$ cat src/rtl/rqs_pkg.sv
// shared types, register indexes and constants of the requantizer
package rqs_pkg;

    localparam int RQS_MAX_CHANNELS = 256;

    localparam int CFG_IDX_W  = 3;
    localparam int CFG_DATA_W = 32;

    localparam logic [CFG_IDX_W-1:0] CFG_SHIFT_AMOUNT    = 3'd0;
    localparam logic [CFG_IDX_W-1:0] CFG_IN_ZERO_POINT   = 3'd1;
    localparam logic [CFG_IDX_W-1:0] CFG_OUT_ZERO_POINT  = 3'd2;
    localparam logic [CFG_IDX_W-1:0] CFG_CLAMP_LOW       = 3'd3;
    localparam logic [CFG_IDX_W-1:0] CFG_CLAMP_HIGH      = 3'd4;
    localparam logic [CFG_IDX_W-1:0] CFG_ROUND_ENABLE    = 3'd5;
    localparam logic [CFG_IDX_W-1:0] CFG_LAYOUT_MODE     = 3'd6;
    localparam logic [CFG_IDX_W-1:0] CFG_GROUP_SIZE      = 3'd7;

    localparam logic OP_LOAD = 1'b0;
    localparam logic OP_DATA = 1'b1;

    localparam logic LAYOUT_INTERLEAVED = 1'b0;
    localparam logic LAYOUT_PLANAR      = 1'b1;

    typedef struct packed {
        logic        [4:0]  shift_amount;
        logic signed [31:0] in_zero_point;
        logic signed [31:0] out_zero_point;
        logic signed [7:0]  clamp_low;
        logic signed [7:0]  clamp_high;
        logic               round_enable;
        logic               layout_mode;
        logic        [15:0] group_size;
    } t_cfg;

    typedef struct packed {
        logic        [31:0] multiplier;
        logic        [31:0] addend;
    } t_coeff;

endpackage

$ cat src/rtl/rqs_cfg_regs.sv
// configuration register bank
module rqs_cfg_regs (
    input  logic                            i_clk,
    input  logic                            i_rst_n,
    input  logic                            i_cfg_we,
    input  logic [rqs_pkg::CFG_IDX_W-1:0]   i_cfg_index,
    input  logic [rqs_pkg::CFG_DATA_W-1:0]  i_cfg_data,
    output rqs_pkg::t_cfg                   o_cfg
);

    rqs_pkg::t_cfg r_cfg;

    always_ff @(posedge i_clk) begin
        if (!i_rst_n) begin
            r_cfg.shift_amount   <= 5'd0;
            r_cfg.in_zero_point  <= 32'sd0;
            r_cfg.out_zero_point <= 32'sd0;
            r_cfg.clamp_low      <= -8'sd128;
            r_cfg.clamp_high     <= 8'sd127;
            r_cfg.round_enable   <= 1'b0;
            r_cfg.layout_mode    <= rqs_pkg::LAYOUT_INTERLEAVED;
            r_cfg.group_size     <= 16'd1;
        end else if (i_cfg_we) begin
            unique case (i_cfg_index)
                rqs_pkg::CFG_SHIFT_AMOUNT:   r_cfg.shift_amount   <= i_cfg_data[4:0];
                rqs_pkg::CFG_IN_ZERO_POINT:  r_cfg.in_zero_point  <= i_cfg_data;
                rqs_pkg::CFG_OUT_ZERO_POINT: r_cfg.out_zero_point <= i_cfg_data;
                rqs_pkg::CFG_CLAMP_LOW:      r_cfg.clamp_low      <= i_cfg_data[7:0];
                rqs_pkg::CFG_CLAMP_HIGH:     r_cfg.clamp_high     <= i_cfg_data[7:0];
                rqs_pkg::CFG_ROUND_ENABLE:   r_cfg.round_enable   <= i_cfg_data[0];
                rqs_pkg::CFG_LAYOUT_MODE:    r_cfg.layout_mode    <= i_cfg_data[0];
                rqs_pkg::CFG_GROUP_SIZE:     r_cfg.group_size     <= i_cfg_data[15:0];
                default: ;
            endcase
        end
    end

    assign o_cfg = r_cfg;

endmodule

$ cat config.mk
export PLATFORM = sky130hd
export DESIGN_NAME = rqs_cfg_regs
export DESIGN_NICKNAME = d
export VERILOG_FILES = /design/src/rtl/rqs_pkg.sv /design/src/rtl/rqs_cfg_regs.sv
export SDC_FILE = /design/constraint.sdc
export NUM_CORES = 1
export LEC_CHECK = 0
export ABC_AREA = 1
export BUFFER_PORTS_ARGS = -buffer_cell sky130_fd_sc_hd__buf_2
export CAP_MARGIN = 25
export CORE_ASPECT_RATIO = 0.7
export CORE_MARGIN = 2
export CORE_UTILIZATION = 47
export CTS_BUF_LIST = sky130_fd_sc_hd__clkbuf_4 sky130_fd_sc_hd__clkbuf_8
export CTS_CLUSTER_SIZE = 12
export DETAILED_ROUTE_END_ITERATION = 7
export GPL_TIMING_DRIVEN = 0
export PLACE_DENSITY = 0.79
export SLEW_MARGIN = 20
export SYNTH_ARGS = -nofsm -noshare
export SYNTH_HDL_FRONTEND = slang
export SYNTH_SLANG_ARGS = --single-unit
$ cat constraint.sdc
create_clock -name i_clk -period 1.1 [get_ports i_clk]
set_clock_uncertainty 0.2 [all_clocks]
set_input_delay 0.055 -clock i_clk [delete_from_list [all_inputs] [get_ports i_clk]]
set_output_delay 0.055 -clock i_clk [all_outputs]
set_load 0.05 [all_outputs]
======== Word level (Yosys, flattened, before mapping) ========
Index checks and enable logic that the tools add are counted.
word-level totals
  output and inout bits ................... 103
  input bits .............................. 38
  logic and storage cells ................. 24
  flip-flop bits (word level) ............. 103
cells by class
  reduce and logical (&&, ||, !) cells .... 9
  equality and inequality tests ........... 7
operators with widths
  kind                                                             count
  2-bit AND reduction                                              8
  3-bit == test, second input constant                             4
  3-bit by 2-bit == test with 1-bit output, second input constant  2
  3-bit by 1-bit == test with 1-bit output, second input constant  1
  3-bit zero test                                                  1

======== Logic depth before layout (Yosys ltp) ========
  depth after elaboration ................. 2
  depth in mapped cells ................... 7

======== Least setup slack after synthesis ========
No wires, ideal clock.
  kind .................................... register to register
  start point ............................. reg, netlist name o_cfg[0]
  end point ............................... reg r_cfg, in the netlist o_cfg[0]
  buffers on the path ..................... 0
  path slack .............................. -0.002 ns
  arrival time ............................ 0.838 ns
  stages on the path, launching flop included .. 3
  cells stage by stage .................... dfxtp_1 -> o21ai_0 -> nand3_1
RTL lines
  element    RTL line            RTL
  to (decl)  rqs_cfg_regs.sv:11  rqs_pkg::t_cfg r_cfg;

======== Worst setup path after layout ========
  start point ............................. reg r_cfg, in the netlist o_cfg[36]
  end point ............................... out o_cfg[36] (netlist bit)
RTL lines
  element    RTL line           RTL
  to (decl)  rqs_cfg_regs.sv:8  output rqs_pkg::t_cfg o_cfg
No word-level cell between the ends.

==> summary.txt <==
Clock network
  • Longest Clk Path Bufs: 2
  • Htree depth: 3
  • TritonCTS Buffers: 9
  • Clk sinks: between 100 and 150
  • Skew-Pair Late Insertion Delay: ~0.36 ns
  • Root Driver: clkbuf_8
  • CTS clk-pin slew, worst paths: about 0.10 ns
  • Post-CTS Hold Fix Bufs: 32
  • CTS tree: yes

Setup path
  • WP buf/inv: 1
  • Crit-path slowest cell: dfxtp_4
  • Critical path endpoint category: primary output
  • Worst Path Class, Setup: flop to primary output
  • Critical path's top delay family: flip-flops
  • Critical Path Max Stage Delay: roughly 0.39 ns
  • WP data required: 0.84 ns
  • Cell breakdown of the critical path: buf_8
  • Crit path DAT: about 0.90 ns
  • Worst setup SP type: flop
  • Crit path max fanout: 2

Yosys
  • Post-Syn Nets: 633
  • Async S/R FF share, synth: 0%
  • Register area share after synthesis: between 50% and 60%
  • Synth top area share: about half
  • Most used DFF post-synth: dfxtp_1
  • EDFF count, synth: 0
  • Syn_area_per_cell: slightly below 7 um^2
  • Mapped Cells: ~600
  • Synthesized area: approximately 0.0041 mm^2
  • Most frequent cells after synthesis: nor2_1 (191), nand2_1 (132), dfxtp_1 (103)
  • Post-synthesis cell type count: 13
  • Top-count cell post-synth: nor2_1
  • Synth top area cells: dfxtp_1 (50%), nor2_1 (18%), nand2_1 (12%), nand3_1 (11%), inv_1 (3.4%)
  • Synth warn: 0
  • Seq cells post-synth: 103
  • Leading area contributor after synthesis: dfxtp_1

Layout
  • Area grow syn2layout: 62.9%
  • Fraction of layout cells with a size suffix above 1: 39.3%
  • Fill count: 543
  • Final net count: 827
  • Area occupied by multi-input gates: 0.00170 mm^2
  • FF/Latch Area: ~0.0022 mm^2
  • Final core utilization: between 70% and 80%
  • Ant. Diodes: 0
  • Fin area: 0.00666 mm^2
  • Final Instance Count excl. Fillers: slightly above 900
  • Largest register FFs: between 100 and 150

Floorplan
  • Die Height: a little over 80 um
  • Die width: roughly 120 um
  • FP Rows: 28
  • Initial core utilization: ~48%
  • Core box area: roughly 0.0084 mm^2
  • Die Area: approximately 0.0095 mm^2
  • I/O Pins: between 100 and 150

Power and ir drop
  • Static leakage: 3.13 nW
  • Maximum vdd ir drop: slightly below 0.8 mV
  • Pwr dens: about 1200 mW/mm^2

Outcome
  • Status: complete, but fails checks
  • Failing checks: negative hold slack, negative setup slack

Flow run
  • Max-cap viol count: 0

Routing
  • Vias/cell: 5.11
  • Via count: about 4700
  • WL final: approximately 14000 um
  • Initial DRT Pass Iterations: 5
  • DRC Markers: 0
  • Post-DR wirelength/cell: roughly 16 um
  • 1st-iter DRT viols: 520
  • Antenna-violating nets left: 0

STA
  • Setup TNS: -2.58 ns
  • WHS: -0.0717 ns
  • Crit share post-route: 105%
  • Final Hold Vio Count: 35
  • Crit path time final: around 1.2 ns
  • Rel. slew slack: about 63%
  • Least-Margin Pin Slew: about 0.56 ns
  • Fmax achieved: about 0.87 GHz
  • Final setup vio count: 103
  • Final Worst Setup Slack: -0.0508 ns
  • Final Max Slew Viols: 0
  • Unrepaired setup endpoints after global routing: true

Place
  • Area after DPL: between 0.004 and 0.005 mm^2
  • Placed insts: about 850
  • DP HPWL: 8810 um
  • IO Port Bufs: between 100 and 150
  • GP Congestion: roughly 0.88

Global routing
  • First-pass GRT wire length: between 20000 and 25000 um
  • Initial antenna violation count: 0
  • Largest net degree at the start of global routing: 18
  • Number of global-route vias before repair: between 4000 and 5000
  • Total track usage: between 20% and 30%
  • Total grt overflow: 0

Min path
  • HP Class: primary input to flop
==> final timing paths <==
check	cells after the start	slack (ns)	end	from
min	4	-0.07	o_cfg[0]	i_cfg_we
min reg2reg	2	0.30	o_cfg[20]	o_cfg[20]
max	1	-0.05	o_cfg[36]	o_cfg[36]
max reg2reg	3	0.11	o_cfg[93]	o_cfg[93]
==> stage by stage <==
step                      total power, mW  setup WS [ns]
after CTS                            7.82        -0.0505
after detailed placement             5.30         -0.295
after global routing                 8.17        -0.0838
after floorplan                      4.94         0.0418
after global placement               5.27         -0.267
final                                7.90        -0.0508
==> layer usage <==
metal / vias to the layer above / wire [um] / global-route usage [%]
met2: 249 / 7080 / 52.9
met4: 0 / 288 / 9.52
met5: - / 0 / 0
met1: 2166 / 5820 / 35.4
li1: 2216 / - / -
met3: 39 / 1160 / 7.75
==> power by group <==
group | switching (mW) | leakage [nW] | internal [mW]
clock network | 1.34 | 0.0944 | 0.867
registers | 0.128 | 0.878 | 3.88
logic | 1.03 | 2.15 | 0.664
total | 2.49 | 3.13 | 5.41
==> layout make-up <==
type / instances / area share (%)
Sequential cell: 103 / 33.0
Clock inverter: 6 / 0.676
Timing Repair Buffer: 183 / 31.5
Multi-Input combinational cell: 420 / 25.6
Inverter: 38 / 2.14
Clock buffer: 10 / 1.97
Buffer: 34 / 2.85
Tap cell: 120 / 2.25
==> cells in the final DEF, fill, tap and decap left out, drive strengths merged <==
master       instances
nor2               196
dfxtp              103
clkinv               4
inv                 40
nand2              132
dlygate4sd3         32
nand3               88
buf                179
o21ai                2
clkbuf              16
a21oi                2
==> repair_timing <==
action	4_1_cts	5_1_grt
buffers inserted	8	4
endpoints found under the hold margin	102	36
setup endpoints to repair	103	126
resized for setup	368	48
pin swaps	0	0
==> cell families (layout without fill, tap and decap cells) <==
logic type             count (synthesis)  count (layout)  share of synthesized area (%)
DFF                                  103             103                           50.4
buffers and inverters                 72             271                           7.95
AOI/OAI and AO/OA                      4               4                          0.489
and+or+nand+nor                      416             416                           41.2
Power figures use the tool's default switching activity.
