### src/rtl/rqs_pkg.sv
// shared types, register indexes and constants of the requantizer
package rqs_pkg;

    localparam int RQS_MAX_CHANNELS = 256;

    localparam int CFG_IDX_W  = 3;
    localparam int CFG_DATA_W = 32;

    localparam logic [CFG_IDX_W-1:0] CFG_SHIFT_AMOUNT    = 3'd0;
    localparam logic [CFG_IDX_W-1:0] CFG_IN_ZERO_POINT   = 3'd1;
    localparam logic [CFG_IDX_W-1:0] CFG_OUT_ZERO_POINT  = 3'd2;
    localparam logic [CFG_IDX_W-1:0] CFG_CLAMP_LOW       = 3'd3;
    localparam logic [CFG_IDX_W-1:0] CFG_CLAMP_HIGH      = 3'd4;
    localparam logic [CFG_IDX_W-1:0] CFG_ROUND_ENABLE    = 3'd5;
    localparam logic [CFG_IDX_W-1:0] CFG_LAYOUT_MODE     = 3'd6;
    localparam logic [CFG_IDX_W-1:0] CFG_GROUP_SIZE      = 3'd7;

    localparam logic OP_LOAD = 1'b0;
    localparam logic OP_DATA = 1'b1;

    localparam logic LAYOUT_INTERLEAVED = 1'b0;
    localparam logic LAYOUT_PLANAR      = 1'b1;

    typedef struct packed {
        logic        [4:0]  shift_amount;
        logic signed [31:0] in_zero_point;
        logic signed [31:0] out_zero_point;
        logic signed [7:0]  clamp_low;
        logic signed [7:0]  clamp_high;
        logic               round_enable;
        logic               layout_mode;
        logic        [15:0] group_size;
    } t_cfg;

    typedef struct packed {
        logic        [31:0] multiplier;
        logic        [31:0] addend;
    } t_coeff;

endpackage

### src/rtl/rqs_datapath.sv
// multiply, add, round, shift, offset and clamp pipeline with output register
module rqs_datapath (
    input  logic                i_clk,
    input  logic                i_rst_n,
    input  rqs_pkg::t_cfg       i_cfg,
    input  logic                i_take,
    input  logic signed [31:0]  i_sample,
    input  rqs_pkg::t_coeff     i_coeff,
    output logic                o_advance,
    output logic                o_valid,
    input  logic                i_ready,
    output logic signed [7:0]   o_quantized
);

    logic               r_v1;
    logic               r_v2;
    logic               r_v3;
    logic               r_v4;
    logic               r_ov;
    logic        [31:0] r_x1;
    logic        [31:0] r_prod2;
    logic        [31:0] r_add2;
    logic        [31:0] r_sum3;
    logic signed [31:0] r_y4;
    logic signed [7:0]  r_q;

    logic               adv;
    logic        [31:0] rnd;
    logic signed [31:0] shifted;
    logic signed [31:0] lo_ext;
    logic signed [31:0] hi_ext;
    logic signed [7:0]  n_q;

    assign adv = !r_ov || i_ready;

    always_comb begin
        if (i_cfg.round_enable && (i_cfg.shift_amount != 5'd0)) begin
            rnd = 32'd1 << (i_cfg.shift_amount - 5'd1);
        end else begin
            rnd = 32'd0;
        end
        shifted = $signed(r_sum3) >>> i_cfg.shift_amount;
        lo_ext  = 32'(i_cfg.clamp_low);
        hi_ext  = 32'(i_cfg.clamp_high);
        priority if (r_y4 < lo_ext) begin
            n_q = i_cfg.clamp_low;
        end else if (r_y4 > hi_ext) begin
            n_q = i_cfg.clamp_high;
        end else begin
            n_q = r_y4[7:0];
        end
    end

    always_ff @(posedge i_clk) begin
        if (!i_rst_n) begin
            r_v1 <= 1'b0;
            r_v2 <= 1'b0;
            r_v3 <= 1'b0;
            r_v4 <= 1'b0;
            r_ov <= 1'b0;
        end else if (adv) begin
            r_v1 <= i_take;
            r_v2 <= r_v1;
            r_v3 <= r_v2;
            r_v4 <= r_v3;
            r_ov <= r_v4;
        end
    end

    always_ff @(posedge i_clk) begin
        if (adv) begin
            r_x1    <= i_sample + i_cfg.in_zero_point;
            r_prod2 <= r_x1 * i_coeff.multiplier;
            r_add2  <= i_coeff.addend;
            r_sum3  <= r_prod2 + r_add2 + rnd;
            r_y4    <= shifted + i_cfg.out_zero_point;
            r_q     <= n_q;
        end
    end

    assign o_advance   = adv;
    assign o_valid     = r_ov;
    assign o_quantized = r_q;

endmodule

### config.mk
export PLATFORM = sky130hd
export DESIGN_NAME = rqs_datapath
export DESIGN_NICKNAME = d
export VERILOG_FILES = /design/src/rtl/rqs_pkg.sv /design/src/rtl/rqs_datapath.sv
export SDC_FILE = /design/constraint.sdc
export NUM_CORES = 2
export LEC_CHECK = 0
export ABC_AREA = 1
export BUFFER_PORTS_ARGS = -buffer_cell sky130_fd_sc_hd__buf_2
export CAP_MARGIN = 0
export CELL_PAD_IN_SITES_DETAIL_PLACEMENT = 1
export CELL_PAD_IN_SITES_GLOBAL_PLACEMENT = 1
export CORE_ASPECT_RATIO = 0.6
export CORE_MARGIN = 4
export CORE_UTILIZATION = 35
export CTS_CLUSTER_DIAMETER = 50
export CTS_CLUSTER_SIZE = 40
export DETAILED_ROUTE_END_ITERATION = 7
export GPL_TIMING_DRIVEN = 0
export PLACE_DENSITY_LB_ADDON = 0.1
export SLEW_MARGIN = 10
export SYNTH_ARGS = -nofsm -noshare
export SYNTH_HDL_FRONTEND = slang
export SYNTH_SLANG_ARGS = --single-unit
export TNS_END_PERCENT = 10
### constraint.sdc
create_clock -name i_clk -period 6.99 [get_ports i_clk]
set_clock_uncertainty 0.2 [all_clocks]
set_input_delay 1.0485 -clock i_clk [delete_from_list [all_inputs] [get_ports i_clk]]
set_output_delay 1.0485 -clock i_clk [all_outputs]
set_load 0.02 [all_outputs]
## Word-level counts from Yosys, hierarchy flattened

Cells that the tools add are included.

| storage, ports and cells | value |
|---|---|
| flip-flop bits (word level) | 173 |
| bits in read-only memories | 0 |
| bits in latches | 0 |
| memories kept | 0 |
| output and inout bits | 10 |
| input port bits | 203 |
| bits in writable memories | 0 |

| cells by class | value |
|---|---|
| div/mod/pow operators | 0 |
| shifts and indexed selects | 2 |
| reduce and logical (&&, ||, !) cells | 4 |
| add/subtract/negate cells | 5 |
| eq/ne operators | 0 |
| multiply operators | 1 |
| bitwise operators | 0 |
| mux-type cells | 3 |
| magnitude comparators | 2 |

Operators by type and width:

| cell | count |
|---|---|
| adder 32 bit | 4 |
| greater-than comparator 32 x 8 -> 1 bit | 1 |
| < comparator 32 x 8 -> 1 bit | 1 |
| multiplier 32 x 32 -> 32 bit | 1 |
| two-way mux 32 bit | 1 |
| left shift 1 x 5 -> 32 bit (first input constant) | 1 |
| >>> shifter 32 x 5 -> 32 bit | 1 |
| two-way mux 8 bit | 2 |
| nonzero test 5 bit | 1 |
| subtractor 5 x 1 -> 5 bit (second input constant) | 1 |
| logical AND 1 bit | 1 |
| logical NOT 1 bit | 1 |
| logical OR 1 bit | 1 |

## Depth between registers and ports, before layout

| depth | value |
|---|---|
| depth after elaboration | 4 |
| depth in mapped cells | 31 |
| depth with buffers taken out | 30 |

## Least setup slack after synthesis

OpenSTA, ideal clock, no wires.

| timing path | value |
|---|---|
| path type | in2reg |
| from | input port i_coeff[44] (netlist name) |
| to | register r_prod2[29] (data pin) |
| stages on the path | 27 |
| data arrival time | 7.032 ns |
| buffers on the path | 2 |
| library setup time | 0.252 ns |
| path slack | -0.494 ns |
| cells stage by stage | clkbuf_1 buf_1 nand2_1 fa_1 inv_1 fa_1 inv_1 fa_1 inv_1 fa_1 inv_1 fa_1 inv_1 fa_1 inv_1 fa_1 fa_1 inv_1 ha_1 nand2_1 nor2_1 inv_1 nor3_1 a2111oi_0 nand2_1 nand2_1 nand2_1 |

| on the way | value |
|---|---|
| cells in the longest elaborated chain, start to end | 1 |

RTL lines:

| item | line | RTL |
|---|---|---|
| start, declared | rqs_datapath.sv:8 | `input rqs_pkg::t_coeff i_coeff,` |
| multiplier 32 x 32 -> 32 bit | rqs_datapath.sv:73 | `r_prod2 <= r_x1 * i_coeff.multiplier;` |
| end signal, assigned | rqs_datapath.sv:73 |  |
| end, declared | rqs_datapath.sv:21 | `logic [31:0] r_prod2;` |

Every way passes these cells.
A chain may end at the register's enable or synchronous reset.

## Worst setup path in the final report

| timing path | value |
|---|---|
| from | input port i_coeff[35] (netlist name) |
| to | register r_prod2[29] (data pin) |

Same word-level chain as after synthesis.

==> results.tsv <==
metric	value	unit
worst path bufs/invs	12	
Core Region	88180	um2
Tcrit/Tclk final	104.5	%
relative slew slack	17.48	%
Final WS setup	-311.8	ps
Min-Delay Endpoint	o_valid$_SDFFE_PN0P_	
CTS Hold Bufs	0	
Setup CP Type	in2reg	
CTS Buffer Depth	2	
CP Max Fanout	5	
Min-Delay Path Class	reg2reg	
num ports	213	
Crit path max-delay family	adder cells	
CTS tree	yes	
Ant. Diodes	0	
Starting Density	35.54	%
most frequent CP cell	fa_1	
Max Clock Freq	137.0	MHz
vias in the first global route	27379	
Crit. End Element	register	
vias	27268	
Async SR Flop Fraction	0	%
flops & latches, synth	173	
Worst R2R Start	r_x1[6]$_DFFE_PP_	
status	finished, violations left	
number of synthesized flops with an enable pin	168	
FF-to-FF End	r_prod2[29]$_DFFE_PP_	
row cnt	84	
first-pass GRT wire length	186400	um
post-synth top area cell	fa_1	
count leader, synth	nand2_1	
Setup violations, final	7	
failing checks	negative setup slack	
Area after DPL	33970	um2
vias per cell	5.043	
gpl congestion	0.9556	
Layout area overhead	15.99	%
final routed DRC violation total	0	
final slew viol count	0	
clk_lat worst skew	530	ps
DR iter-0 viols	2448	
antenna violations before repair	2	
TritonCTS Buffers	17	
reg2reg path depth	23	
sequential area share after synthesis	16.42	%
Least-Margin Pin Slew	1238	ps
RSZ-0062 raised after global routing	yes	
post-synthesis cell count	3977	
syn_nets	4902	
grt total ovfl	0	
Die W	394.3	um
critical path arrival	7360	ps
remaining antenna violation count	0	
share of the synthesized area in the top cell type	28.24	%
synth unique cells	69	
synth top area cells	fa_1 28%, edfxtp_1 16%, nand2_1 12%	
area of the die	94550	um2
gr usage total	26.96	%
syn avg cell area	7.880	um2
Ys Warns	0	
slowest cell delay on critical path	600	ps
Cell Area, Synth	31340	um2
Die Y	239.8	um
max-cap violations	0	
Port Buffers	180	
post-route setup TNS	-1429	ps
r2r setup slk	-260	ps
DP HPWL	106700	um
H-tree depth	4	
largest net degree at the start of global routing	98	
commonest cells in the netlist	1041 x nand2_1, 923 x inv_1, 442 x fa_1, 280 x ha_1, 171 x nor2_1	
layout cells sized above 1	13.38	%
CTS Sinks	173	
commonest register cell after synthesis	edfxtp_1	
Fin Hold WS	284.6	ps
Worst Hold Depth	1	
startpoint type of the worst setup path	primary input	
design area	36350	um2
Final Hold Fails	0	
Root Driver	clkbuf_16	
nets	5158	
First-pass DRT Iterations	5	
routed len/inst	23.52	um
WP data required	7050	ps
slowest library cell on the worst path	fa_2	
final wirelength	127200	um
Hold Path Origin	r_v4$_SDFFE_PN0P_	
Place WS	-1834	ps
clock slew at reported path FFs	80	ps
Tmin final	7302	ps
## metal layers
| metal | share of wire (%) | track usage [%] | vias to the layer above |
|---|---|---|---|
| met2 | 35 | 32.94 | 944 |
| met3 | 11 | 8.414 | 52 |
| met4 | 0.80 | 3.315 | 2 |
| met5 | 0.0086 | 0 | - |
| li1 | - | - | 12681 |
| met1 | 53 | 45.19 | 13589 |
## registers in the layout, summed over array words and instances, names as in the netlist
name,cells
o_quantized,8
r_v1,1
r_v2,1
r_sum3,32
o_valid,1
r_prod2,32
r_y4,32
r_add2,32
r_x1,32
r_v4,1
r_v3,1
## worst max-delay path by stage
stage	from	endpoint	slack (ps)	cells after the start
2_1_floorplan	i_coeff[38]	r_prod2[29]$_DFFE_PP_	-110	25
3_3_place_gp	i_coeff[40]	r_prod2[26]$_DFFE_PP_	-1830	23
3_5_place_dp	i_coeff[40]	r_prod2[26]$_DFFE_PP_	-1830	23
4_1_cts	i_coeff[35]	r_prod2[30]$_DFFE_PP_	-270	27
5_1_grt	i_coeff[35]	r_prod2[29]$_DFFE_PP_	-410	28
6_report	i_coeff[35]	r_prod2[29]$_DFFE_PP_	-310	28
## per-stage QoR
| step | cells | util (%) |
|---|---|---|
| 2_1_floorplan | 3977 | - |
| 5_1_grt | 5407 | 41.22 |
| 4_1_cts | 5373 | 40.43 |
| 3_3_place_gp | 5318 | 38.48 |
| 3_5_place_dp | 5319 | 38.52 |
| 6_report | 5407 | 41.22 |
## timing repair
| action | 4_1_cts | 5_1_grt |
|---|---|---|
| gates resized for setup | 245 | 133 |
| gates cloned | 1 | 0 |
| pin swaps | 50 | 76 |
| setup endpoints to repair | 22 | 15 |
| setup buffers | 25 | 35 |
## cell type report
class                   instances  area [um2]
multi-input cells            2740       22770
repair buffers                242        1539
inverters                     927        3490
flip-flops and latches        173        5145
clock buffers                  19       432.9
clock inverters                13       180.2
plain buffers                 132        1345
well taps                    1161        1453
fillers                     10690       51830
## placed cells by master, fill, tap and decap left out, types with 126 or more instances in the layout
| master | Yosys | layout |
|---|---|---|
| nand2_1 | 1041 | 1024 |
| inv_1 | 923 | 902 |
| fa_1 | 442 | 410 |
| ha_1 | 280 | 264 |
| buf_2 | 24 | 188 |
| edfxtp_1 | 168 | 168 |
| nor2_1 | 171 | 161 |
| a21oi_1 | 159 | 144 |
| o21ai_0 | 149 | 142 |
| nand3_1 | 127 | 126 |
## kinds of logic after synthesis
family	after synthesis	share of synthesized area (%)
AND/OR/NAND/NOR	1423	18.47
XOR/XNOR	135	3.797
multiplexers	9	0.2875
adder cells (fa/ha/maj)	722	39.42
AO/OA/AOI/OAI	451	8.552
flip-flops	173	16.42
buffers and inverters	1064	13.06
Power is not shown: default switching activity piles up to over one toggle a cycle in this logic, so the estimate is an artifact.
