## src/rtl/rqs_pkg.sv

```systemverilog
// shared types, register indexes and constants of the requantizer
package rqs_pkg;

    localparam int RQS_MAX_CHANNELS = 256;

    localparam int CFG_IDX_W  = 3;
    localparam int CFG_DATA_W = 32;

    localparam logic [CFG_IDX_W-1:0] CFG_SHIFT_AMOUNT    = 3'd0;
    localparam logic [CFG_IDX_W-1:0] CFG_IN_ZERO_POINT   = 3'd1;
    localparam logic [CFG_IDX_W-1:0] CFG_OUT_ZERO_POINT  = 3'd2;
    localparam logic [CFG_IDX_W-1:0] CFG_CLAMP_LOW       = 3'd3;
    localparam logic [CFG_IDX_W-1:0] CFG_CLAMP_HIGH      = 3'd4;
    localparam logic [CFG_IDX_W-1:0] CFG_ROUND_ENABLE    = 3'd5;
    localparam logic [CFG_IDX_W-1:0] CFG_LAYOUT_MODE     = 3'd6;
    localparam logic [CFG_IDX_W-1:0] CFG_GROUP_SIZE      = 3'd7;

    localparam logic OP_LOAD = 1'b0;
    localparam logic OP_DATA = 1'b1;

    localparam logic LAYOUT_INTERLEAVED = 1'b0;
    localparam logic LAYOUT_PLANAR      = 1'b1;

    typedef struct packed {
        logic        [4:0]  shift_amount;
        logic signed [31:0] in_zero_point;
        logic signed [31:0] out_zero_point;
        logic signed [7:0]  clamp_low;
        logic signed [7:0]  clamp_high;
        logic               round_enable;
        logic               layout_mode;
        logic        [15:0] group_size;
    } t_cfg;

    typedef struct packed {
        logic        [31:0] multiplier;
        logic        [31:0] addend;
    } t_coeff;

endpackage

```

## src/rtl/rqs_chan_ctr.sv

```systemverilog
// element position and plane counters that select the coefficient entry
module rqs_chan_ctr #(
    parameter int MAX_CHANNELS = rqs_pkg::RQS_MAX_CHANNELS,
    parameter int AW           = (MAX_CHANNELS > 1) ? $clog2(MAX_CHANNELS) : 1
) (
    input  logic            i_clk,
    input  logic            i_rst_n,
    input  logic            i_step,
    input  logic            i_tensor_start,
    input  rqs_pkg::t_cfg   i_cfg,
    output logic [AW-1:0]   o_addr
);

    localparam logic [AW:0] ChanLimit = (AW+1)'(MAX_CHANNELS);

    logic [15:0]   r_pos;
    logic [7:0]    r_chan;
    logic [AW-1:0] r_pos_mod;
    logic [AW-1:0] r_chan_mod;

    logic [15:0]   pos_cur;
    logic [7:0]    chan_cur;
    logic [AW-1:0] pos_mod_cur;
    logic [AW-1:0] chan_mod_cur;
    logic [15:0]   pos_inc;
    logic [15:0]   limit;
    logic          wrap;
    logic [AW:0]   pos_mod_inc;
    logic [AW:0]   chan_mod_inc;
    logic [15:0]   n_pos;
    logic [7:0]    n_chan;
    logic [AW-1:0] n_pos_mod;
    logic [AW-1:0] n_chan_mod;

    always_comb begin
        pos_cur      = i_tensor_start ? 16'd0 : r_pos;
        chan_cur     = i_tensor_start ? 8'd0 : r_chan;
        pos_mod_cur  = i_tensor_start ? '0 : r_pos_mod;
        chan_mod_cur = i_tensor_start ? '0 : r_chan_mod;

        o_addr = (i_cfg.layout_mode == rqs_pkg::LAYOUT_PLANAR) ? chan_mod_cur : pos_mod_cur;

        limit        = (i_cfg.group_size == 16'd0) ? 16'd1 : i_cfg.group_size;
        pos_inc      = pos_cur + 16'd1;
        wrap         = (pos_inc >= limit);
        pos_mod_inc  = {1'b0, pos_mod_cur} + (AW+1)'(1);
        chan_mod_inc = {1'b0, chan_mod_cur} + (AW+1)'(1);

        n_pos  = wrap ? 16'd0 : pos_inc;
        n_chan = wrap ? chan_cur + 8'd1 : chan_cur;

        if (n_pos == 16'd0) begin
            n_pos_mod = '0;
        end else begin
            n_pos_mod = (pos_mod_inc == ChanLimit) ? '0 : pos_mod_inc[AW-1:0];
        end

        if (!wrap) begin
            n_chan_mod = chan_mod_cur;
        end else if (chan_cur == 8'hFF) begin
            n_chan_mod = '0;
        end else begin
            n_chan_mod = (chan_mod_inc == ChanLimit) ? '0 : chan_mod_inc[AW-1:0];
        end
    end

    always_ff @(posedge i_clk) begin
        if (!i_rst_n) begin
            r_pos      <= 16'd0;
            r_chan     <= 8'd0;
            r_pos_mod  <= '0;
            r_chan_mod <= '0;
        end else if (i_step) begin
            r_pos      <= n_pos;
            r_chan     <= n_chan;
            r_pos_mod  <= n_pos_mod;
            r_chan_mod <= n_chan_mod;
        end
    end

endmodule

```

## config.mk

```make
export PLATFORM = sky130hd
export DESIGN_NAME = rqs_chan_ctr
export DESIGN_NICKNAME = d
export VERILOG_FILES = /design/src/rtl/rqs_pkg.sv /design/src/rtl/rqs_chan_ctr.sv
export SDC_FILE = /design/constraint.sdc
export NUM_CORES = 1
export LEC_CHECK = 0
export BUFFER_PORTS_ARGS = -buffer_cell sky130_fd_sc_hd__buf_4
export CAP_MARGIN = 10
export CORE_UTILIZATION = 30
export CTS_CLUSTER_DIAMETER = 80
export CTS_CLUSTER_SIZE = 10
export DETAILED_ROUTE_END_ITERATION = 8
export PLACE_DENSITY = 0.62
export SKIP_LAST_GASP = 1
export SLEW_MARGIN = 40
export SYNTH_ARGS = -nofsm -noshare
export SYNTH_HDL_FRONTEND = slang
export SYNTH_SLANG_ARGS = --single-unit
```

## constraint.sdc

```tcl
create_clock -name i_clk -period 4.9 [get_ports i_clk]
set_clock_uncertainty 0.2 [all_clocks]
set_input_delay 0.245 -clock i_clk [delete_from_list [all_inputs] [get_ports i_clk]]
set_output_delay 0.245 -clock i_clk [all_outputs]
set_load 0.05 [all_outputs]
```

* Word level (Yosys, flattened, before mapping)
Index checks and enable logic that the tools add are counted.
Cells by class: $add $sub $neg 4, magnitude comparators 1, equal/unequal tests 3, mux-type cells 13, reductions and logical operators 2
Operators with widths (number):
- $mux W8 | 10
- $mux W16 | 3
- $logic_not A16 Y1 | 2
- $add A8 B1 Y9 const B | 2
- $eq A9 B9 Y1 const B | 2
- $add A16 B1 Y16 const B | 1
- $ge A16 B16 Y1 | 1
- $add A8 B1 Y8 const B | 1
- $eq A8 B8 Y1 const B | 1
Storage, ports and cells: register bits 40, input bits 107, output and inout bits 8

* Longest topological paths before layout
Gate-level depths: netlist of run 1.
depth in word-level cells 6, mapped depth 20

* Worst setup path before layout of run 1
OpenSTA, ideal clock, no wires.
path type input-to-reg, from input i_tensor_start, to register r_pos_mod[3], library setup time 92 ps, arrival 4271 ps, setup slack 337 ps, stages on the path 17, path buffers 4, cell sequence clkbuf_1 -> clkbuf_1 -> clkbuf_1 -> buf_1 -> nor2b_1 -> ha_1 -> nand4_1 -> nor4_1 -> xnor2_1 -> and2_1 -> ha_1 -> a21o_1 -> a21o_1 -> a211oi_1 -> nand2_1 -> or3b_4 -> o311ai_4
On the way: word-level cells in the longest chain between the ends 6
Ends and longest elaborated chain:
- from (decl) | line rqs_chan_ctr.sv:9 | input logic i_tensor_start,
- $mux W16 | line rqs_chan_ctr.sv:36 | pos_cur = i_tensor_start ? 16'd0 : r_pos;
- $add A16 B1 Y16 | line rqs_chan_ctr.sv:44 | pos_inc = pos_cur + 16'd1;
- $ge A16 B16 Y1 | line rqs_chan_ctr.sv:45 | wrap = (pos_inc >= limit);
- $mux W16 | line rqs_chan_ctr.sv:49 | n_pos = wrap ? 16'd0 : pos_inc;
- $logic_not A16 Y1 | line rqs_chan_ctr.sv:52 | if (n_pos == 16'd0) begin
- $mux W8 (*) | line rqs_chan_ctr.sv:52
- to (signal assigned) | line rqs_chan_ctr.sv:76 | r_pos_mod <= n_pos_mod;
- to (decl) | line rqs_chan_ctr.sv:18 | logic [AW-1:0] r_pos_mod;
Mark *: on every way between the ends. The rest lies on a longest branch, timed or not. A chain may end at the register's enable or synchronous reset.

* Final worst setup path of run 1
from register r_pos[0], to register r_chan[7]
On the way: word-level cells in the longest chain between the ends 4
Ends and longest elaborated chain:
- from (decl) | line rqs_chan_ctr.sv:16 | logic [15:0] r_pos;
- from (signal assigned) | line rqs_chan_ctr.sv:74 | r_pos <= n_pos;
- $mux W16 | line rqs_chan_ctr.sv:36
- $add A16 B1 Y16 | line rqs_chan_ctr.sv:44
- $ge A16 B16 Y1 | line rqs_chan_ctr.sv:45
- $mux W8 | line rqs_chan_ctr.sv:50 | n_chan = wrap ? chan_cur + 8'd1 : chan_cur;
- to (signal assigned) | line rqs_chan_ctr.sv:75 | r_chan <= n_chan;
- to (decl) | line rqs_chan_ctr.sv:17 | logic [7:0] r_chan;
Every way passes these cells.

==> results of run 1 <==
==> area by class of cell <==
type | instances | area [µm²]
clock inverter | 1 | 30.0
sequential | 40 | 801
fill | 1097 | 6730
timing repair buffer | 33 | 248
inverter | 25 | 93.8
tap | 136 | 170
multi-input combinational | 321 | 2200
clock buffer | 7 | 96.3
==> flip-flops by register name, indices dropped and copies added, names as in the netlist <==
| register | flops |
|---|---|
| r_pos | 16 |
| r_chan | 8 |
| r_chan_mod | 8 |
| r_pos_mod | 8 |
==> worst paths after layout <==
path                          start                     end  slack, ns
max           r_pos[0]$_SDFFE_PN0P_  r_chan[7]$_SDFFE_PN0P_       0.57
min                  i_tensor_start   r_pos[3]$_SDFFE_PN0P_       0.12
max reg2reg   r_pos[0]$_SDFFE_PN0P_  r_chan[7]$_SDFFE_PN0P_       0.57
min reg2reg  r_pos[15]$_SDFFE_PN0P_  r_pos[15]$_SDFFE_PN0P_       0.31
==> through the flow <==
step                area, µm²  utilization [%]
floorplan                3210                -
global placement         3520             33.9
detailed placement       3520             33.9
CTS                      3640             35.1
global route             3640             35.1
finish                   3640             35.1
==> kinds of logic (layout without fill, tap and decap cells) <==
kind of cell / Yosys count / count (layout) / share of synthesized area (%)
AOI/OAI and AO/OA: 87 / 87 / 19.8
xor gates and xnor gates: 12 / 12 / 3.27
adders and majority gates: 20 / 20 / 7.79
buffers and inverters: 53 / 66 / 6.82
DFF: 40 / 40 / 24.9
muxes: 11 / 11 / 3.58
and+or+nand+nor: 191 / 191 / 33.9
==> layer usage <==
layer	wire, µm	GRT usage [%]	vias to the layer above
met3	219	2.23	8
li1	-	-	1504
met5	0	0	-
met4	113	5.13	0
met2	3600	24.2	58
met1	3660	18.6	1425
==> power by group <==
| group | internal (µW) | switching [µW] | total, µW |
|---|---|---|---|
| Clock | 180 | 123 | 303 |
| Combinational | 30.2 | 44.8 | 75.1 |
| Sequential | 327 | 3.04 | 330 |
| Total | 537 | 171 | 709 |
==> critical path, stage by stage (launching register included) <==
cell and delay (ns):
dfxtp_1 0.39, nand2_1 0.11, inv_1 0.12, ha_1 0.32, nand4_1 0.28, nor4_1 0.38
xnor2_1 0.13, and2_1 0.19, ha_1 0.30, nand4_1 0.14, nor4_1 0.50, a211oi_4 0.15
buf_4 0.20, nor3_1 0.39, a21boi_0 0.16, o31a_1 0.26
==> synth_stat cells (all sizes together), types with 3 or more instances <==
| library cell | n | area share (%) |
|---|---|---|
| or3 | 7 | 1.5 |
| xor2 | 6 | 1.6 |
| nor4 | 10 | 1.9 |
| buf | 11 | 1.9 |
| a21boi | 15 | 3.5 |
| nor3 | 3 | 0.47 |
| nor3b | 7 | 1.6 |
| dfxtp | 40 | 25 |
| nor2 | 30 | 3.5 |
| and2 | 7 | 1.4 |
| or4 | 4 | 1.1 |
| mux2i | 7 | 2.2 |
| ha | 20 | 7.8 |
| clkbuf | 17 | 2.0 |
| and4 | 3 | 0.82 |
| o21a | 4 | 0.93 |
| nand3 | 34 | 5.3 |
| nand4b | 4 | 1.6 |
| nor2b | 22 | 4.3 |
| a22oi | 6 | 1.4 |
| xnor2 | 6 | 1.6 |
| nand2 | 29 | 3.4 |
| inv | 25 | 2.9 |
| a21o | 3 | 0.70 |
| a21oi | 13 | 2.0 |
| nand2b | 14 | 2.7 |
| o31ai | 4 | 1.1 |
| and3 | 3 | 0.58 |
| mux2 | 4 | 1.4 |
| nand4 | 10 | 2.6 |
| o311ai | 3 | 1.8 |
| o21ai | 19 | 3.0 |
==> qor.yml, run 1 <==
die:
  fp.dieH_um: 105
  die_area_mm2: 0.0111
  die_w_um: 105
  start_util_pct: 31.0
  core_area_mm2: 0.0104
  io_pins: 115
  fp-row-count: 37
yosys:
  syn_area_per_cell_um2: 7.76
  synth_cells: 414
  synthFlopType: "dfxtp_1"
  synthArstFlopShare_pct: 0
  synth_edf_count: 0
  netlist_area_mm2: 0.00321
  synth_nets: 541
  ys_seq_area_share_pct: 24.9
  ys_ff_latch: 40
  ys.warnings.count: 0
  yosys.cell_types.count: 59
grt:
  grt_pass1_wl_mm: 13.1
  grt-ovfl-total: 0
  antenna_found_initial: 0
  grt_max_degree: 56
  grt_pass1_vias: 2827
  grt_usage_pct: 14.4
min_path:
  worstHoldPathCells: 4
  hold_path_class: "in -> reg"
cells_and_area:
  nets: 553
  layout_common_cells: "40 x dfxtp_1, 34 x nand3_1, 33 x buf_4"
  area_delta_synth_final_pct: 13.4
  layout-drive-gt1-share_pct: 13.3
  n_antenna_cell: 0
  final_common_cell: "dfxtp_1"
  layoutNonFillerInstCount: 563
route:
  via_per_inst: 5.32
  num_vias: 2995
  remaining_drc_errors: 0
  firstDrtPassIters: 4
  drt_iter0_drc: 200
  antenna_left: 0
  wire_per_inst_um: 13.5
  routed_wirelength_mm: 7.60
flow_run:
  drv_cap: 0
placement:
  port_buffers: 28
  place.gp.congestion: 0.807
  dp_cells: 555
  dpl.hpwl_mm: 5.36
  dp_slack_ns: 0.626
critical_path:
  crit_type: "reg -> reg"
  cp_data_required_time_ns: 4.89
  worst-r2r-cell-count: 15
  crit_path_end_kind: "register"
  crit_arrival_ns: 4.32
  startpoint_type: "register"
  worstPathMaxFanout: 10
clock_network:
  cts_resized: 0
  path_clk_slew_ns: 0.08
  cts_setup_buffers: 0
  cts_buffers: 5
  cts-htree-levels: 2
  cts_sinks: 40
  cts_root_buf: "clkbuf_8"
  cts-hold-fix-buffers: 0
  clock_path_buffers: 2
  cts_tree: "yes"
  clock_latency_ns: 0.30
pwr:
  p_total_uw: 709
  powerDensity_mw_per_mm2: 194
  power_leakage_uw: 0.00142
  ir_drop_uv: 95.6
timing:
  worstMarginPinSlew_ns: 0.582
  period_needed_ns: 4.33
  slew_headroom_pct: 61.1
  setup_violations: 0
  finalHoldViolCount: 0
  max_freq_mhz: 231
  worst_hold_slack_ns: 0.125
  finalMaxSlewViolations: 0
  fin_setup_tns_ns: 0
  setup_ws_ns: 0.569
  rsz0062_at_grt: "no"
  period_share_pct: 88.4
outcome:
  status: "finished clean"
No activity file was read; power rests on OpenSTA's default activity.
==> run 2: changes to the inputs <==
--- a/config.mk
+++ b/config.mk
@@ -12,6 +12,7 @@
 export CTS_CLUSTER_SIZE = 10
 export DETAILED_ROUTE_END_ITERATION = 8
 export PLACE_DENSITY = 0.62
+export RECOVER_POWER = 25
 export SKIP_LAST_GASP = 1
 export SLEW_MARGIN = 40
 export SYNTH_ARGS = -nofsm -noshare
==> run 2 against run 1 <==
The run now ends with max-capacitance violations, max-slew violations left. Worst hold slack worse by 0.0012 ns. Register-to-register slack about the same. Sequential power about the same. Sequential share of layout area increased by 0.18 points. Clock power about the same. Critical path type unchanged. Design area fell by 0.82%.
==> qor.yml, run 2 (synthesized netlist as in run 1, its figures left out) <==
clock_network:
  path_clk_slew_ns: 0.08
  cts_root_buf: "clkbuf_8"
  cts_setup_buffers: 0
  cts_sinks: 40
  cts-hold-fix-buffers: 0
  cts_tree: "yes"
  cts-htree-levels: 2
  clock_path_buffers: 2
  cts_buffers: 5
  cts_resized: 0
  clock_latency_ns: 0.30
timing:
  fin_setup_tns_ns: 0
  max_freq_mhz: 231
  finalHoldViolCount: 0
  setup_violations: 0
  period_needed_ns: 4.33
  finalMaxSlewViolations: 43
  slew_headroom_pct: -24.8
  worstMarginPinSlew_ns: 1.87
  worst_hold_slack_ns: 0.124
  rsz0062_at_grt: "no"
  period_share_pct: 88.3
route:
  antenna_left: 0
  routed_wirelength_mm: 7.61
  wire_per_inst_um: 13.5
  remaining_drc_errors: 0
  firstDrtPassIters: 4
  num_vias: 2986
  via_per_inst: 5.30
  drt_iter0_drc: 201
critical_path:
  slowest_stage: "nor4_1"
  cp_data_required_time_ns: 4.89
  crit_path_end_kind: "register"
  cp_cell_sequence: "nand2_1 -> inv_1 -> ha_1 -> nand4_1 -> nor4_1 -> xnor2_1 -> and2_1 -> ha_1 -> nand4_1 -> nor4_1 -> a211oi_4 -> buf_4 -> nor3_1 -> a21boi_0 -> o31a_1"
  crit_type: "reg -> reg"
  startpoint: "r_pos[0]$_SDFFE_PN0P_"
  crit_arrival_ns: 4.32
  cp_top_family: "simple AND/OR/NAND/NOR gates"
  timing.rr.end: "r_chan[7]$_SDFFE_PN0P_"
  worstPathMaxFanout: 10
  cp-endpoint: "r_chan[7]$_SDFFE_PN0P_"
  cp.depth: 15
  critPathMaxStageDelay_ns: 0.50
  timing.rr.start: "r_pos[0]$_SDFFE_PN0P_"
  startpoint_type: "register"
  worst-r2r-cell-count: 15
  r2r_setup_slack_ns: 0.57
  critical_path_buf_inv_count: 2
grt:
  grt-ovfl-total: 0
  grt_pass1_vias: 2827
  grt_usage_pct: 14.4
  antenna_found_initial: 0
  grt_max_degree: 56
  grt_pass1_wl_mm: 13.1
pwr:
  ir_drop_uv: 95.7
  powerDensity_mw_per_mm2: 196
  power_leakage_uw: 0.00138
  p_total_uw: 708
outcome:
  violations: "max-capacitance violations, max-slew violations"
  status: "finished, violations left"
cells_and_area:
  layout_common_cells: "40 x dfxtp_1, 34 x nand3_1, 30 x nor2_1"
  final_common_cell: "dfxtp_1"
  seqCellArea_um2: 801
  fill_cells: 1105
  largest_register: "r_pos"
  area_delta_synth_final_pct: 12.5
  n_antenna_cell: 0
  nets: 553
  layout-drive-gt1-share_pct: 11.5
  largest_reg_flops: 16
  multiInputGateArea_mm2: 0.00220
die:
  core_area_mm2: 0.0104
  die_w_um: 105
  fp.dieH_um: 105
  start_util_pct: 31.0
  die_area_mm2: 0.0111
  io_pins: 115
  fp-row-count: 37
placement:
  dpl.hpwl_mm: 5.36
  port_buffers: 28
  place.gp.congestion: 0.807
min_path:
  worstHoldPathCells: 4
  hold_path_class: "in -> reg"
flow_run:
  drv_cap: 1
-- run 2: area by class of cell --
| cell class | instances | share of cell area (%) |
|---|---|---|
| Inverter | 25 | 2.60 |
| Multi-Input combinational cell | 321 | 61.0 |
| Timing Repair Buffer | 33 | 6.02 |
| Tap cell | 136 | 4.71 |
| Sequential cell | 40 | 22.2 |
| Clock inverter | 1 | 0.831 |
| Clock buffer | 7 | 2.67 |
-- run 2: where the power goes --
part	internal, µW	switching, µW	total (µW)
logic	29.6	45.0	74.6
registers	327	3.05	330
clock network	180	123	303
-- run 2: worst min-delay path by stage --
stage	startpoint	endpoint	slack, ns
after floorplan	r_pos_mod[1]$_SDFFE_PN0P_	r_pos_mod[1]$_SDFFE_PN0P_	0.27
after global routing	i_tensor_start	r_pos[3]$_SDFFE_PN0P_	0.14
after CTS	i_tensor_start	r_pos[3]$_SDFFE_PN0P_	0.13
final	i_tensor_start	r_pos[3]$_SDFFE_PN0P_	0.12
after global placement	r_pos[15]$_SDFFE_PN0P_	r_pos[15]$_SDFFE_PN0P_	0.29
after detailed placement	r_pos[12]$_SDFFE_PN0P_	r_pos[12]$_SDFFE_PN0P_	0.30
-- run 2: worst register-to-register path, delay by kind of cell (launching register included) --
| family | cells | cell delay [ns] |
|---|---|---|
| AO/OA/AOI/OAI | 3 | 0.57 |
| XOR/XNOR | 1 | 0.13 |
| adder cells (fa/ha/maj) | 2 | 0.62 |
| buffers and inverters | 2 | 0.32 |
| flip-flops | 1 | 0.39 |
| AND/OR/NAND/NOR | 7 | 2.00 |
-- run 2: routing by layer --
metal	wire length, µm	global-route usage (%)	share of wire, %	vias up
met4	113	5.13	1.5	0
met1	3700	18.6	49	1427
met3	184	2.23	2.4	8
li1	-	-	-	1502
met5	0	0	0	-
met2	3600	24.2	47	49
-- run 2: metrics by stage --
| step | area (µm²) | cells | utilization [%] | setup WS [ns] |
|---|---|---|---|---|
| floorplan | 3210 | 414 | - | 0.337 |
| global placement | 3520 | 555 | 33.9 | 0.646 |
| detailed placement | 3520 | 555 | 33.9 | 0.626 |
| CTS | 3640 | 563 | 35.1 | 0.630 |
| global route | 3610 | 563 | 34.8 | 0.180 |
| finish | 3610 | 563 | 34.8 | 0.572 |
